### config.mk
export PLATFORM = sky130hd
export DESIGN_NAME = vqp_packet_validator_flat
export DESIGN_NICKNAME = d
export VERILOG_FILES = /design/src/vqp_pkg.sv /design/src/vqp_byte_if.sv /design/src/vqp_result_if.sv /design/src/vqp_packet_validator.sv /design/src/vqp_in_reg.sv /design/src/vqp_parser.sv /design/src/flat_wrapper.sv
export SDC_FILE = /design/constraint.sdc
export NUM_CORES = 1
export LEC_CHECK = 0
export BUFFER_PORTS_ARGS = -buffer_cell sky130_fd_sc_hd__buf_2
export CAP_MARGIN = 20
export CELL_PAD_IN_SITES_DETAIL_PLACEMENT = 0
export CELL_PAD_IN_SITES_GLOBAL_PLACEMENT = 1
export CORE_ASPECT_RATIO = 1.2
export CORE_MARGIN = 4
export CORE_UTILIZATION = 47
export CTS_BUF_LIST = sky130_fd_sc_hd__clkbuf_16
export DETAILED_ROUTE_END_ITERATION = 16
export PLACE_DENSITY = 0.78
export SETUP_SLACK_MARGIN = 0.5
export SYNTH_ARGS = -nofsm -noshare
export SYNTH_HDL_FRONTEND = slang
export SYNTH_SLANG_ARGS = --single-unit
### constraint.sdc
create_clock -name i_clk -period 7.85 [get_ports i_clk]
set_clock_uncertainty 0.05 [all_clocks]
set_input_delay 0.785 -clock i_clk [delete_from_list [all_inputs] [get_ports i_clk]]
set_output_delay 0.785 -clock i_clk [all_outputs]
set_load 0.01 [all_outputs]
### src/vqp_pkg.sv
// Package for the VQP datagram validator: field widths, verdict and phase
// codes, register indexes and the structs passed between modules.
// No dependencies.
`default_nettype none

package vqp_pkg;

    localparam int DATA_W      = 8;
    localparam int OPCODE_W    = 8;
    localparam int TID_W       = 32;
    localparam int ATTR_CNT_W  = 8;
    localparam int LEN_W       = 13;
    localparam int VERDICT_W   = 3;
    localparam int CFG_IDX_W   = 1;
    localparam int CFG_DATA_W  = 8;
    localparam int VALUE_LEN_W = 16;
    localparam int FPOS_W      = 3;

    typedef enum logic [VERDICT_W-1:0] {
        V_OK        = 3'd0,
        V_SHORT     = 3'd1,
        V_HEADER    = 3'd2,
        V_MALFORMED = 3'd3,
        V_TYPE      = 3'd4,
        V_LENGTH    = 3'd5,
        V_TRUNC     = 3'd6
    } t_verdict;

    typedef enum logic [1:0] {
        PH_HEADER   = 2'd0,
        PH_ATTR_HDR = 2'd1,
        PH_ATTR_VAL = 2'd2,
        PH_DRAIN    = 2'd3
    } t_phase;

    // Configuration register indexes
    localparam logic [CFG_IDX_W-1:0] CFG_MAX_VALUE_LENGTH    = 1'b0;
    localparam logic [CFG_IDX_W-1:0] CFG_MAX_ATTRIBUTE_COUNT = 1'b1;

    localparam logic [CFG_DATA_W-1:0] RST_MAX_VALUE_LENGTH    = 8'd253;
    localparam logic [CFG_DATA_W-1:0] RST_MAX_ATTRIBUTE_COUNT = 8'd12;

    // Protocol constants
    localparam int                HEADER_BYTES   = 8;
    localparam logic [DATA_W-1:0] PROTO_VERSION  = 8'd1;
    localparam logic [DATA_W-1:0] OPCODE_MIN     = 8'd1;
    localparam logic [DATA_W-1:0] OPCODE_MAX     = 8'd4;
    localparam logic [DATA_W-1:0] ATTR_VENDOR_HI = 8'h00;
    localparam logic [DATA_W-1:0] ATTR_VENDOR_LO = 8'h0c;
    localparam logic [DATA_W-1:0] ATTR_TYPE_MIN  = 8'd1;
    localparam logic [DATA_W-1:0] ATTR_TYPE_MAX  = 8'd8;
    localparam logic [DATA_W-1:0] ATTR_TYPE_ETH  = 8'd5;
    localparam int                ATTR_MIN_BYTES = 7;
    localparam logic [ATTR_CNT_W-1:0] ATTR_CNT_MAX = 8'd255;

    typedef struct packed {
        logic [DATA_W-1:0] data_byte;
        logic              last_byte;
    } t_byte;

    typedef struct packed {
        logic [CFG_DATA_W-1:0] max_value_length;
        logic [CFG_DATA_W-1:0] max_attribute_count;
    } t_cfg;

    typedef struct packed {
        t_verdict              verdict;
        logic [OPCODE_W-1:0]   packet_opcode;
        logic [TID_W-1:0]      transaction_id;
        logic [ATTR_CNT_W-1:0] attributes_seen;
        logic [LEN_W-1:0]      datagram_length;
    } t_result;

endpackage

`default_nettype wire

### src/vqp_byte_if.sv
// Byte stream channel: valid/ready handshake with one datagram byte.
// Depends on vqp_pkg for field widths.
`default_nettype none

interface vqp_byte_if;
    logic                      valid;
    logic                      ready;
    logic [vqp_pkg::DATA_W-1:0] data_byte;
    logic                      last_byte;

    modport source (output valid, output data_byte, output last_byte, input ready);
    modport sink   (input valid, input data_byte, input last_byte, output ready);
endinterface

`default_nettype wire

### src/vqp_result_if.sv
// Result channel: valid/ready handshake with one datagram verdict.
// Depends on vqp_pkg for field widths.
`default_nettype none

interface vqp_result_if;
    logic                          valid;
    logic                          ready;
    logic [vqp_pkg::VERDICT_W-1:0]  verdict;
    logic [vqp_pkg::OPCODE_W-1:0]   packet_opcode;
    logic [vqp_pkg::TID_W-1:0]      transaction_id;
    logic [vqp_pkg::ATTR_CNT_W-1:0] attributes_seen;
    logic [vqp_pkg::LEN_W-1:0]      datagram_length;

    modport source (output valid, output verdict, output packet_opcode,
                    output transaction_id, output attributes_seen,
                    output datagram_length, input ready);
    modport sink   (input valid, input verdict, input packet_opcode,
                    input transaction_id, input attributes_seen,
                    input datagram_length, output ready);
endinterface

`default_nettype wire

### src/vqp_packet_validator.sv
// Top level of the VQP datagram validator: configuration registers, input
// stage, parser and result register. Depends on vqp_pkg, vqp_byte_if,
// vqp_result_if, vqp_in_reg and vqp_parser.
//
// Usage:
//   i_in carries one datagram byte per transaction, with last_byte set on
//   the closing byte. o_out carries one verdict transaction per datagram,
//   issued for the closing byte; no other byte produces a result.
//   Configuration writes (i_cfg_we, i_cfg_index, i_cfg_data) land at the
//   next clock edge; write them only while no datagram is in flight.
// Throughput: one byte per cycle while no closing byte stalls (see Stall),
//   set by the parser step between input register and result register.
// Path: the closing byte is registered in the input stage, and its verdict
//   in the result register driving o_out (two register stages end to end).
// Reset: synchronous active-low i_rst_n empties both stages, returns the
//   parser to the header phase and loads the register defaults (253, 12).
//   No clearing pass is needed.
// Stall: a held verdict does not block bytes of the next datagram; only
//   when a second closing byte meets a full result register do the input
//   stage and i_in.ready hold until o_out drains.
`default_nettype none

module vqp_packet_validator #(
    parameter int MAX_DATAGRAM_BYTES = 4096
) (
    input  wire logic                             i_clk,
    input  wire logic                             i_rst_n,
    vqp_byte_if.sink                              i_in,
    vqp_result_if.source                          o_out,
    input  wire logic                             i_cfg_we,
    input  wire logic [vqp_pkg::CFG_IDX_W-1:0]    i_cfg_index,
    input  wire logic [vqp_pkg::CFG_DATA_W-1:0]   i_cfg_data
);

    vqp_pkg::t_cfg    r_cfg;
    logic             w_stage_valid;
    vqp_pkg::t_byte   w_stage_byte;
    logic             w_advance;
    logic             w_done;
    vqp_pkg::t_result w_result;
    logic             r_out_valid;
    vqp_pkg::t_result r_out;

    // Configuration registers
    always_ff @(posedge i_clk) begin
        if (!i_rst_n) begin
            r_cfg.max_value_length    <= vqp_pkg::RST_MAX_VALUE_LENGTH;
            r_cfg.max_attribute_count <= vqp_pkg::RST_MAX_ATTRIBUTE_COUNT;
        end else if (i_cfg_we) begin
            case (i_cfg_index)
                vqp_pkg::CFG_MAX_VALUE_LENGTH:    r_cfg.max_value_length    <= i_cfg_data;
                vqp_pkg::CFG_MAX_ATTRIBUTE_COUNT: r_cfg.max_attribute_count <= i_cfg_data;
                default: ;
            endcase
        end
    end

    // Advance the held byte unless it closes a datagram and the result
    // register is still occupied
    assign w_advance = w_stage_valid &&
                       (!w_stage_byte.last_byte || !r_out_valid || o_out.ready);

    vqp_in_reg u_in_reg (
        .i_clk     (i_clk),
        .i_rst_n   (i_rst_n),
        .i_in      (i_in),
        .i_advance (w_advance),
        .o_valid   (w_stage_valid),
        .o_byte    (w_stage_byte)
    );

    vqp_parser #(
        .MAX_DATAGRAM_BYTES (MAX_DATAGRAM_BYTES)
    ) u_parser (
        .i_clk    (i_clk),
        .i_rst_n  (i_rst_n),
        .i_step   (w_advance),
        .i_byte   (w_stage_byte),
        .i_cfg    (r_cfg),
        .o_done   (w_done),
        .o_result (w_result)
    );

    // Result register: load on a closing byte, drop on an output transaction
    always_ff @(posedge i_clk) begin
        if (!i_rst_n) begin
            r_out_valid <= 1'b0;
        end else if (w_done) begin
            r_out_valid <= 1'b1;
        end else if (o_out.ready) begin
            r_out_valid <= 1'b0;
        end
    end

    always_ff @(posedge i_clk) begin
        if (w_done) begin
            r_out <= w_result;
        end
    end

    assign o_out.valid           = r_out_valid;
    assign o_out.verdict         = r_out.verdict;
    assign o_out.packet_opcode   = r_out.packet_opcode;
    assign o_out.transaction_id  = r_out.transaction_id;
    assign o_out.attributes_seen = r_out.attributes_seen;
    assign o_out.datagram_length = r_out.datagram_length;

    // Never overwrite a verdict that has not been taken
    a_no_overwrite: assert property (@(posedge i_clk) disable iff (!i_rst_n)
        w_done |-> !r_out_valid || o_out.ready)
        else $error("result register overwritten");

    // A closing byte always produces a verdict in the next cycle
    a_done_valid: assert property (@(posedge i_clk) disable iff (!i_rst_n)
        w_done |=> r_out_valid)
        else $error("closing byte gave no verdict");

    // Only a closing byte blocked by a full output may hold the input stage
    a_stall_cause: assert property (@(posedge i_clk) disable iff (!i_rst_n)
        w_stage_valid && !w_advance |-> w_stage_byte.last_byte && r_out_valid)
        else $error("input stage stalled without cause");

endmodule

`default_nettype wire

### src/vqp_in_reg.sv
// Input register stage: captures one byte transaction and holds it until
// the parser consumes it. Depends on vqp_pkg and vqp_byte_if.
`default_nettype none

module vqp_in_reg (
    input  wire logic          i_clk,
    input  wire logic          i_rst_n,
    vqp_byte_if.sink           i_in,
    input  wire logic          i_advance,
    output      logic          o_valid,
    output      vqp_pkg::t_byte o_byte
);

    logic           r_valid;
    vqp_pkg::t_byte r_byte;
    logic           w_take;

    assign i_in.ready = !r_valid || i_advance;
    assign w_take     = i_in.valid && i_in.ready;

    always_ff @(posedge i_clk) begin
        if (!i_rst_n) begin
            r_valid <= 1'b0;
        end else if (w_take) begin
            r_valid <= 1'b1;
        end else if (i_advance) begin
            r_valid <= 1'b0;
        end
    end

    always_ff @(posedge i_clk) begin
        if (w_take) begin
            r_byte.data_byte <= i_in.data_byte;
            r_byte.last_byte <= i_in.last_byte;
        end
    end

    assign o_valid = r_valid;
    assign o_byte  = r_byte;

    // A full stage that does not drain must refuse new bytes
    a_full_stall: assert property (@(posedge i_clk) disable iff (!i_rst_n)
        r_valid && !i_advance |-> !i_in.ready)
        else $error("input stage accepted a byte while full");

    // Consume only what is held
    a_adv_valid: assert property (@(posedge i_clk) disable iff (!i_rst_n)
        i_advance |-> r_valid)
        else $error("advance with empty input stage");

endmodule

`default_nettype wire

### src/vqp_parser.sv
// Datagram parser: per-byte header and attribute state machine with the
// final verdict for the closing byte. Depends on vqp_pkg.
`default_nettype none

module vqp_parser #(
    parameter int MAX_DATAGRAM_BYTES = 4096
) (
    input  wire logic            i_clk,
    input  wire logic            i_rst_n,
    input  wire logic            i_step,
    input  wire vqp_pkg::t_byte  i_byte,
    input  wire vqp_pkg::t_cfg   i_cfg,
    output      logic            o_done,
    output      vqp_pkg::t_result o_result
);

    localparam int CNT_W = $clog2(MAX_DATAGRAM_BYTES + 1);
    localparam logic [CNT_W-1:0] MAX_CNT = CNT_W'(MAX_DATAGRAM_BYTES);

    vqp_pkg::t_phase   r_phase,   n_phase;
    logic [CNT_W-1:0]  r_cnt,     n_cnt;
    logic [vqp_pkg::FPOS_W-1:0]      r_fpos,   n_fpos;
    logic [vqp_pkg::OPCODE_W-1:0]    r_opcode, n_opcode;
    logic [vqp_pkg::TID_W-1:0]       r_seq,    n_seq;
    logic [vqp_pkg::DATA_W-1:0]      r_atype,  n_atype;
    logic [vqp_pkg::VALUE_LEN_W-1:0] r_alen,   n_alen;
    logic [vqp_pkg::VALUE_LEN_W-1:0] r_vleft,  n_vleft;
    logic [CNT_W-1:0]  r_start,   n_start;
    vqp_pkg::t_verdict r_pending, n_pending;
    vqp_pkg::t_verdict r_comm,    n_comm;
    logic [vqp_pkg::ATTR_CNT_W-1:0]  r_acnt,   n_acnt;

    logic [vqp_pkg::DATA_W-1:0]      w_b;
    logic [vqp_pkg::VALUE_LEN_W-1:0] w_len;
    logic [CNT_W:0]                  w_commit_at;
    logic [CNT_W-1:0]                w_span;
    logic [CNT_W+vqp_pkg::LEN_W-1:0] w_len_ext;

    always_comb begin
        n_phase   = r_phase;
        n_cnt     = r_cnt;
        n_fpos    = r_fpos;
        n_opcode  = r_opcode;
        n_seq     = r_seq;
        n_atype   = r_atype;
        n_alen    = r_alen;
        n_vleft   = r_vleft;
        n_start   = r_start;
        n_pending = r_pending;
        n_comm    = r_comm;
        n_acnt    = r_acnt;
        w_b         = i_byte.data_byte;
        w_len       = {r_alen[vqp_pkg::VALUE_LEN_W-1:vqp_pkg::DATA_W], w_b};
        w_commit_at = {1'b0, r_start} + (CNT_W+1)'(6);

        if (i_step && (r_cnt < MAX_CNT)) begin
            n_cnt = r_cnt + CNT_W'(1);

            // Commit the attribute's error once its seventh byte arrives
            if ((r_phase == vqp_pkg::PH_ATTR_HDR || r_phase == vqp_pkg::PH_ATTR_VAL) &&
                r_start != '0 && {1'b0, r_cnt} == w_commit_at &&
                r_pending != vqp_pkg::V_OK) begin
                if (n_comm == vqp_pkg::V_OK) n_comm = r_pending;
                n_phase = vqp_pkg::PH_DRAIN;
            end

            case (n_phase)
                vqp_pkg::PH_HEADER: begin
                    case (r_cnt[2:0])
                        3'd0: begin
                            if (w_b != vqp_pkg::PROTO_VERSION && n_comm == vqp_pkg::V_OK)
                                n_comm = vqp_pkg::V_HEADER;
                        end
                        3'd1: begin
                            n_opcode = w_b;
                            if ((w_b < vqp_pkg::OPCODE_MIN || w_b > vqp_pkg::OPCODE_MAX) &&
                                n_comm == vqp_pkg::V_OK)
                                n_comm = vqp_pkg::V_HEADER;
                        end
                        3'd3: begin
                            if (w_b > i_cfg.max_attribute_count && n_comm == vqp_pkg::V_OK)
                                n_comm = vqp_pkg::V_HEADER;
                        end
                        3'd4: n_seq[31:24] = w_b;
                        3'd5: n_seq[23:16] = w_b;
                        3'd6: n_seq[15:8]  = w_b;
                        3'd7: begin
                            n_seq[7:0] = w_b;
                            n_phase = (n_comm != vqp_pkg::V_OK) ? vqp_pkg::PH_DRAIN
                                                                : vqp_pkg::PH_ATTR_HDR;
                            n_fpos  = '0;
                        end
                        default: ;
                    endcase
                end
                vqp_pkg::PH_ATTR_HDR: begin
                    n_fpos = r_fpos + vqp_pkg::FPOS_W'(1);
                    case (r_fpos)
                        3'd0: begin
                            n_start   = r_cnt;
                            n_pending = (w_b != vqp_pkg::ATTR_VENDOR_HI) ? vqp_pkg::V_TYPE
                                                                         : vqp_pkg::V_OK;
                        end
                        3'd1: begin
                            if (w_b != vqp_pkg::ATTR_VENDOR_HI && r_pending == vqp_pkg::V_OK)
                                n_pending = vqp_pkg::V_TYPE;
                        end
                        3'd2: begin
                            if (w_b != vqp_pkg::ATTR_VENDOR_LO && r_pending == vqp_pkg::V_OK)
                                n_pending = vqp_pkg::V_TYPE;
                        end
                        3'd3: begin
                            n_atype = w_b;
                            if ((w_b < vqp_pkg::ATTR_TYPE_MIN || w_b > vqp_pkg::ATTR_TYPE_MAX) &&
                                r_pending == vqp_pkg::V_OK)
                                n_pending = vqp_pkg::V_TYPE;
                        end
                        3'd4: begin
                            n_alen = {w_b, vqp_pkg::DATA_W'(0)};
                        end
                        default: begin
                            // Length low byte closes the attribute header
                            n_alen = w_len;
                            if (r_pending == vqp_pkg::V_OK && r_atype != vqp_pkg::ATTR_TYPE_ETH &&
                                (r_alen[vqp_pkg::VALUE_LEN_W-1:vqp_pkg::DATA_W] != '0 ||
                                 w_b > i_cfg.max_value_length))
                                n_pending = vqp_pkg::V_LENGTH;
                            if (r_acnt < vqp_pkg::ATTR_CNT_MAX)
                                n_acnt = r_acnt + vqp_pkg::ATTR_CNT_W'(1);
                            n_vleft = w_len;
                            n_phase = (w_len != '0) ? vqp_pkg::PH_ATTR_VAL
                                                    : vqp_pkg::PH_ATTR_HDR;
                            n_fpos  = '0;
                        end
                    endcase
                end
                vqp_pkg::PH_ATTR_VAL: begin
                    n_vleft = r_vleft - vqp_pkg::VALUE_LEN_W'(1);
                    if (n_vleft == '0) begin
                        n_phase = vqp_pkg::PH_ATTR_HDR;
                        n_fpos  = '0;
                    end
                end
                default: ;
            endcase
        end

        // Verdict from the state after this byte
        w_span    = n_cnt - n_start;
        w_len_ext = (CNT_W+vqp_pkg::LEN_W)'(n_cnt);
        if (n_cnt < CNT_W'(vqp_pkg::HEADER_BYTES))
            o_result.verdict = vqp_pkg::V_SHORT;
        else if (n_comm != vqp_pkg::V_OK)
            o_result.verdict = n_comm;
        else if (n_start != '0 && w_span < CNT_W'(vqp_pkg::ATTR_MIN_BYTES))
            o_result.verdict = vqp_pkg::V_MALFORMED;
        else if (n_pending != vqp_pkg::V_OK)
            o_result.verdict = n_pending;
        else if (n_phase == vqp_pkg::PH_ATTR_VAL && n_vleft != '0)
            o_result.verdict = vqp_pkg::V_TRUNC;
        else
            o_result.verdict = vqp_pkg::V_OK;
        o_result.packet_opcode   = n_opcode;
        o_result.transaction_id  = n_seq;
        o_result.attributes_seen = n_acnt;
        o_result.datagram_length = w_len_ext[vqp_pkg::LEN_W-1:0];

        o_done = i_step && i_byte.last_byte;

        // Return to the idle datagram state after the closing byte
        if (o_done) begin
            n_phase   = vqp_pkg::PH_HEADER;
            n_cnt     = '0;
            n_fpos    = '0;
            n_opcode  = '0;
            n_seq     = '0;
            n_atype   = '0;
            n_alen    = '0;
            n_vleft   = '0;
            n_start   = '0;
            n_pending = vqp_pkg::V_OK;
            n_comm    = vqp_pkg::V_OK;
            n_acnt    = '0;
        end
    end

    always_ff @(posedge i_clk) begin
        if (!i_rst_n) begin
            r_phase   <= vqp_pkg::PH_HEADER;
            r_cnt     <= '0;
            r_fpos    <= '0;
            r_opcode  <= '0;
            r_seq     <= '0;
            r_atype   <= '0;
            r_alen    <= '0;
            r_vleft   <= '0;
            r_start   <= '0;
            r_pending <= vqp_pkg::V_OK;
            r_comm    <= vqp_pkg::V_OK;
            r_acnt    <= '0;
        end else begin
            r_phase   <= n_phase;
            r_cnt     <= n_cnt;
            r_fpos    <= n_fpos;
            r_opcode  <= n_opcode;
            r_seq     <= n_seq;
            r_atype   <= n_atype;
            r_alen    <= n_alen;
            r_vleft   <= n_vleft;
            r_start   <= n_start;
            r_pending <= n_pending;
            r_comm    <= n_comm;
            r_acnt    <= n_acnt;
        end
    end

    a_val_nonzero: assert property (@(posedge i_clk) disable iff (!i_rst_n)
        r_phase == vqp_pkg::PH_ATTR_VAL |-> r_vleft != '0)
        else $error("value phase with no bytes left");

    a_cnt_bound: assert property (@(posedge i_clk) disable iff (!i_rst_n)
        r_cnt <= MAX_CNT)
        else $error("byte counter past datagram limit");

    a_comm_drain: assert property (@(posedge i_clk) disable iff (!i_rst_n)
        r_comm != vqp_pkg::V_OK && r_cnt >= CNT_W'(vqp_pkg::HEADER_BYTES)
        |-> r_phase == vqp_pkg::PH_DRAIN)
        else $error("committed error without drain");

    a_fpos_range: assert property (@(posedge i_clk) disable iff (!i_rst_n)
        r_fpos <= vqp_pkg::FPOS_W'(5))
        else $error("attribute field position out of range");

endmodule

`default_nettype wire
### src/flat_wrapper.sv
// flat-port wrapper written by rule: the top's interface ports become plain ports
module vqp_packet_validator_flat 
#(
    parameter int MAX_DATAGRAM_BYTES = 4096
)
  (i_clk, i_rst_n, i_cfg_we, i_cfg_index, i_cfg_data, i_in_valid, i_in_data_byte, i_in_last_byte, i_in_ready, o_out_valid, o_out_verdict, o_out_packet_opcode, o_out_transaction_id, o_out_attributes_seen, o_out_datagram_length, o_out_ready);
  vqp_byte_if i_in_i ();
  vqp_result_if o_out_i ();
  input  wire logic i_clk;
  input  wire logic i_rst_n;
  input  wire logic i_cfg_we;
  input  wire logic [vqp_pkg::CFG_IDX_W-1:0] i_cfg_index;
  input  wire logic [vqp_pkg::CFG_DATA_W-1:0] i_cfg_data;
  input wire logic [$bits(i_in_i.valid)-1:0] i_in_valid;
  input wire logic [$bits(i_in_i.data_byte)-1:0] i_in_data_byte;
  input wire logic [$bits(i_in_i.last_byte)-1:0] i_in_last_byte;
  output wire logic [$bits(i_in_i.ready)-1:0] i_in_ready;
  output wire logic [$bits(o_out_i.valid)-1:0] o_out_valid;
  output wire logic [$bits(o_out_i.verdict)-1:0] o_out_verdict;
  output wire logic [$bits(o_out_i.packet_opcode)-1:0] o_out_packet_opcode;
  output wire logic [$bits(o_out_i.transaction_id)-1:0] o_out_transaction_id;
  output wire logic [$bits(o_out_i.attributes_seen)-1:0] o_out_attributes_seen;
  output wire logic [$bits(o_out_i.datagram_length)-1:0] o_out_datagram_length;
  input wire logic [$bits(o_out_i.ready)-1:0] o_out_ready;
  assign i_in_i.valid = i_in_valid;
  assign i_in_i.data_byte = i_in_data_byte;
  assign i_in_i.last_byte = i_in_last_byte;
  assign i_in_ready = i_in_i.ready;
  assign o_out_valid = o_out_i.valid;
  assign o_out_verdict = o_out_i.verdict;
  assign o_out_packet_opcode = o_out_i.packet_opcode;
  assign o_out_transaction_id = o_out_i.transaction_id;
  assign o_out_attributes_seen = o_out_i.attributes_seen;
  assign o_out_datagram_length = o_out_i.datagram_length;
  assign o_out_i.ready = o_out_ready;
  vqp_packet_validator #(.MAX_DATAGRAM_BYTES(MAX_DATAGRAM_BYTES)) u_core (.i_clk(i_clk), .i_rst_n(i_rst_n), .i_in(i_in_i), .o_out(o_out_i), .i_cfg_we(i_cfg_we), .i_cfg_index(i_cfg_index), .i_cfg_data(i_cfg_data));
endmodule
==> flow_metrics.py <==
metrics = {
    "hold_path": {
        "hp-class": "input pin to register",
        "whs_path_depth": 1,
    },
    "placement": {
        "port_buffers": 88,
        "dp_hpwl_um": 19800,
        "place_congestion": 0.953,
        "place_inst": 1402,
    },
    "synth": {
        "syn_area_um2": 10800,
        "async_reset_ff_share_pct": 0,
        "synth_ff_type": "dfxtp_1",
        "syn_avg_cell_area_um2": 9.95,
        "ys.warnings.count": 0,
        "synth_nets": 1148,
        "seq_area_frac_synth_pct": 45.4,
        "synth_edf_count": 73,
        "synth_cell_types": 97,
        "synthCells": 1083,
        "synth-seq-cells": 208,
    },
    "global_route": {
        "grt_max_degree": 100,
        "grt_pass1_wl_um": 45100,
        "gr-usage-all-layers_pct": 21.6,
        "antenna_found_initial": 0,
        "grt_pass1_vias": 8404,
        "grt-ovfl-total": 0,
    },
    "floorplan": {
        "die_w_um": 146,
        "core_region_area_um2": 22500,
        "ios": 89,
        "num_rows": 60,
        "chipHeight_um": 174,
        "start_util_pct": 47.9,
        "fp.dieArea_um2": 25400,
    },
    "power": {
        "power.density_nw_per_um2": 186,
        "swShare_pct": 22.9,
        "leakage_uw": 0.00498,
        "seqPwrFrac_pct": 51.0,
        "clockPowerShare_pct": 44.4,
        "power_uw": 2240,
        "vdd_ir_drop_max_v": 0.000179,
        "internal_power_uw": 1730,
        "switchingPower_uw": 515,
        "comb_power_share_pct": 4.7,
    },
    "cts": {
        "clk_pin_slew_ns": 0.07,
        "ctsResizeCount": 0,
        "cts_tree": "built",
        "htreeDepth": 1,
        "cts_setup_buffers": 0,
        "clockBufferDepth": 3,
        "clk_latency_ns": 0.51,
        "cts_made_buffers": 23,
        "root_buffer": "clkbuf_16",
        "ctsHoldBuffers": 0,
        "cts_sinks": 208,
    },
    "critical_path": {
        "required_ns": 8.06,
        "cp.arrival_ns": 6.91,
        "reg2reg_depth": 23,
        "critPathCaptureType": "register",
        "criticalPathCategory": "register to register",
        "cp_max_fo": 11,
        "start_kind": "register",
    },
    "route": {
        "drt_iter0_drc": 498,
        "num_vias": 8491,
        "wl_per_cell_um": 19.6,
        "drtAntennaViolNets": 0,
        "wl_um": 28300,
        "routed_via_density": 5.88,
        "drc_errors": 0,
        "first_pass_iters": 7,
    },
    "timing": {
        "fmax_ghz": 0.149,
        "timing.setup.tns_ns": 0,
        "fin_crit_sh_pct": 85.5,
        "timing.hold.ws_ns": 0.393,
        "setup_viol_count_final": 0,
        "finalMaxSlewViolations": 0,
        "max-slew-margin-rel_pct": 28.8,
        "hold_violations": 0,
        "tightest_slew_ns": 1.06,
        "rsz0062_at_grt": "no",
        "fin_crit_ns": 6.71,
    },
    "layout": {
        "drive_gt1_share_pct": 17.3,
        "final_common_cell": "dfxtp_1",
        "final_cells": 1444,
        "insertedDiodeCount": 0,
        "final_core_util_pct": 53.6,
        "area_growth_pct": 12.1,
        "final_cell_mix": "dfxtp_1 (135), nor2_1 (91), buf_2 (88)",
        "nets": 1215,
    },
    "job": {
        "cap_violations": 0,
    },
    "status": {
        "status": "complete, no violations",
    },
}
-- power groups by stage --
| stage | Sequential [uW] | Clock [uW] | Combinational [uW] |
|---|---|---|---|
| 2_1_floorplan | 1170 | 0 | 62.3 |
| 3_5_place_dp | 1170 | 0 | 103 |
| 5_1_grt | 1150 | 1070 | 117 |
| 4_1_cts | 1140 | 1020 | 104 |
| 3_3_place_gp | 1170 | 0 | 102 |
| 6_report | 1140 | 995 | 105 |
-- kinds of logic after synthesis --
logic type,count (synthesis),share of synthesized area [%]
multiplexers,72,7.37
flip-flops,208,45.4
buffers and inverters,107,4.35
XOR/XNOR,40,3.38
AO/OA/AOI/OAI,191,13.0
adder cells (fa/ha/maj),45,5.24
AND/OR/NAND/NOR,420,21.2
-- sequential cells by signal (all words and copies together), names as in the netlist, 9 cells and up --
signal                        count
u_core.o_out.datagram_length     13
u_core.u_in_reg.o_byte            9
u_core.u_parser.r_vleft          16
u_core.u_parser.r_seq            32
u_core.u_parser.r_start          13
u_core.r_cfg                     16
u_core.u_parser.r_cnt            13
u_core.o_out.transaction_id      32
-- layer usage --
metal / global-route usage (%) / vias up / wire, um
met5: 0 / - / 0
met4: 6.04 / 0 / 606
met3: 4.11 / 43 / 1600
met2: 37.3 / 248 / 13800
met1: 27.8 / 4116 / 12300
li1: - / 4084 / -
-- final cells by class --
cell class / instances / area (um2)
clock buffers: 23 / 576
multi-input cells: 768 / 5430
fillers: 2116 / 10400
repair buffers: 97 / 528
inverters: 52 / 195
well taps: 279 / 349
clock inverters: 17 / 105
flip-flops and latches: 208 / 4890
-- critical path: stages (launching register included) --
cell and delay (ns):
dfxtp_1 0.45, inv_1 0.08, ha_1 0.25, and3b_1 0.36, nand3_1 0.11, nor4_1 0.32
a31oi_1 0.10, nor4_1 0.48, nor2_1 0.18, inv_1 0.12, ha_1 0.44, nand3b_2 0.22
nor3_1 0.39, mux2i_1 0.37, inv_1 0.11, fa_1 0.44, inv_1 0.07, a21oi_1 0.06
maj3_1 0.40, a31o_1 0.27, xnor2_1 0.14, or4_1 0.41, a2111o_1 0.46, a31o_1 0.21
-- per-stage QoR --
step	area, um2	setup WS (ns)
after global routing	12100	0.626
after global placement	11400	1.52
after detailed placement	11400	1.27
after floorplan	10800	2.19
final	12100	1.14
after CTS	12000	1.23
-- cell usage after synthesis, drive strengths merged, types with 5 or more instances --
cell	count	area [um2]
or3	16	105
nor2b	66	413
nor4	20	155
nand4	21	131
nand3	34	188
or4	10	78.8
mux2i	29	307
inv	52	195
mux2	43	488
a21boi	8	60.1
edfxtp	73	2190
o211ai	13	97.6
clkbuf	29	109
a21o	5	37.5
o31ai	9	81.3
and3b	6	57.6
xnor2	22	193
a21oi	34	174
nand2b	9	56.3
o311ai	6	52.6
dfxtp	135	2700
o31a	5	43.8
and3	12	75.1
nand3b	5	53.8
xor2	17	149
o21a	8	60.1
nor3	23	120
buf	26	165
nor2	92	345
a221oi	9	85.1
nand2	78	293
a211oi	13	97.6
a31oi	12	75.1
o21ai	28	144
ha	41	513
and2	10	62.6
-- worst paths after layout --
check / to / slack, ns / startpoint
setup / recovery: u_core.o_out.verdict[2] / 1.14 / u_core.u_parser.r_start[1]
hold / removal: u_core.u_in_reg.o_byte[6] / 0.39 / i_in_data_byte[5]
setup reg to reg: u_core.o_out.verdict[2] / 1.14 / u_core.u_parser.r_start[1]
hold reg to reg: u_core.r_cfg[7] / 0.41 / u_core.r_cfg[7]
No activity file was read; power rests on OpenSTA's default activity.
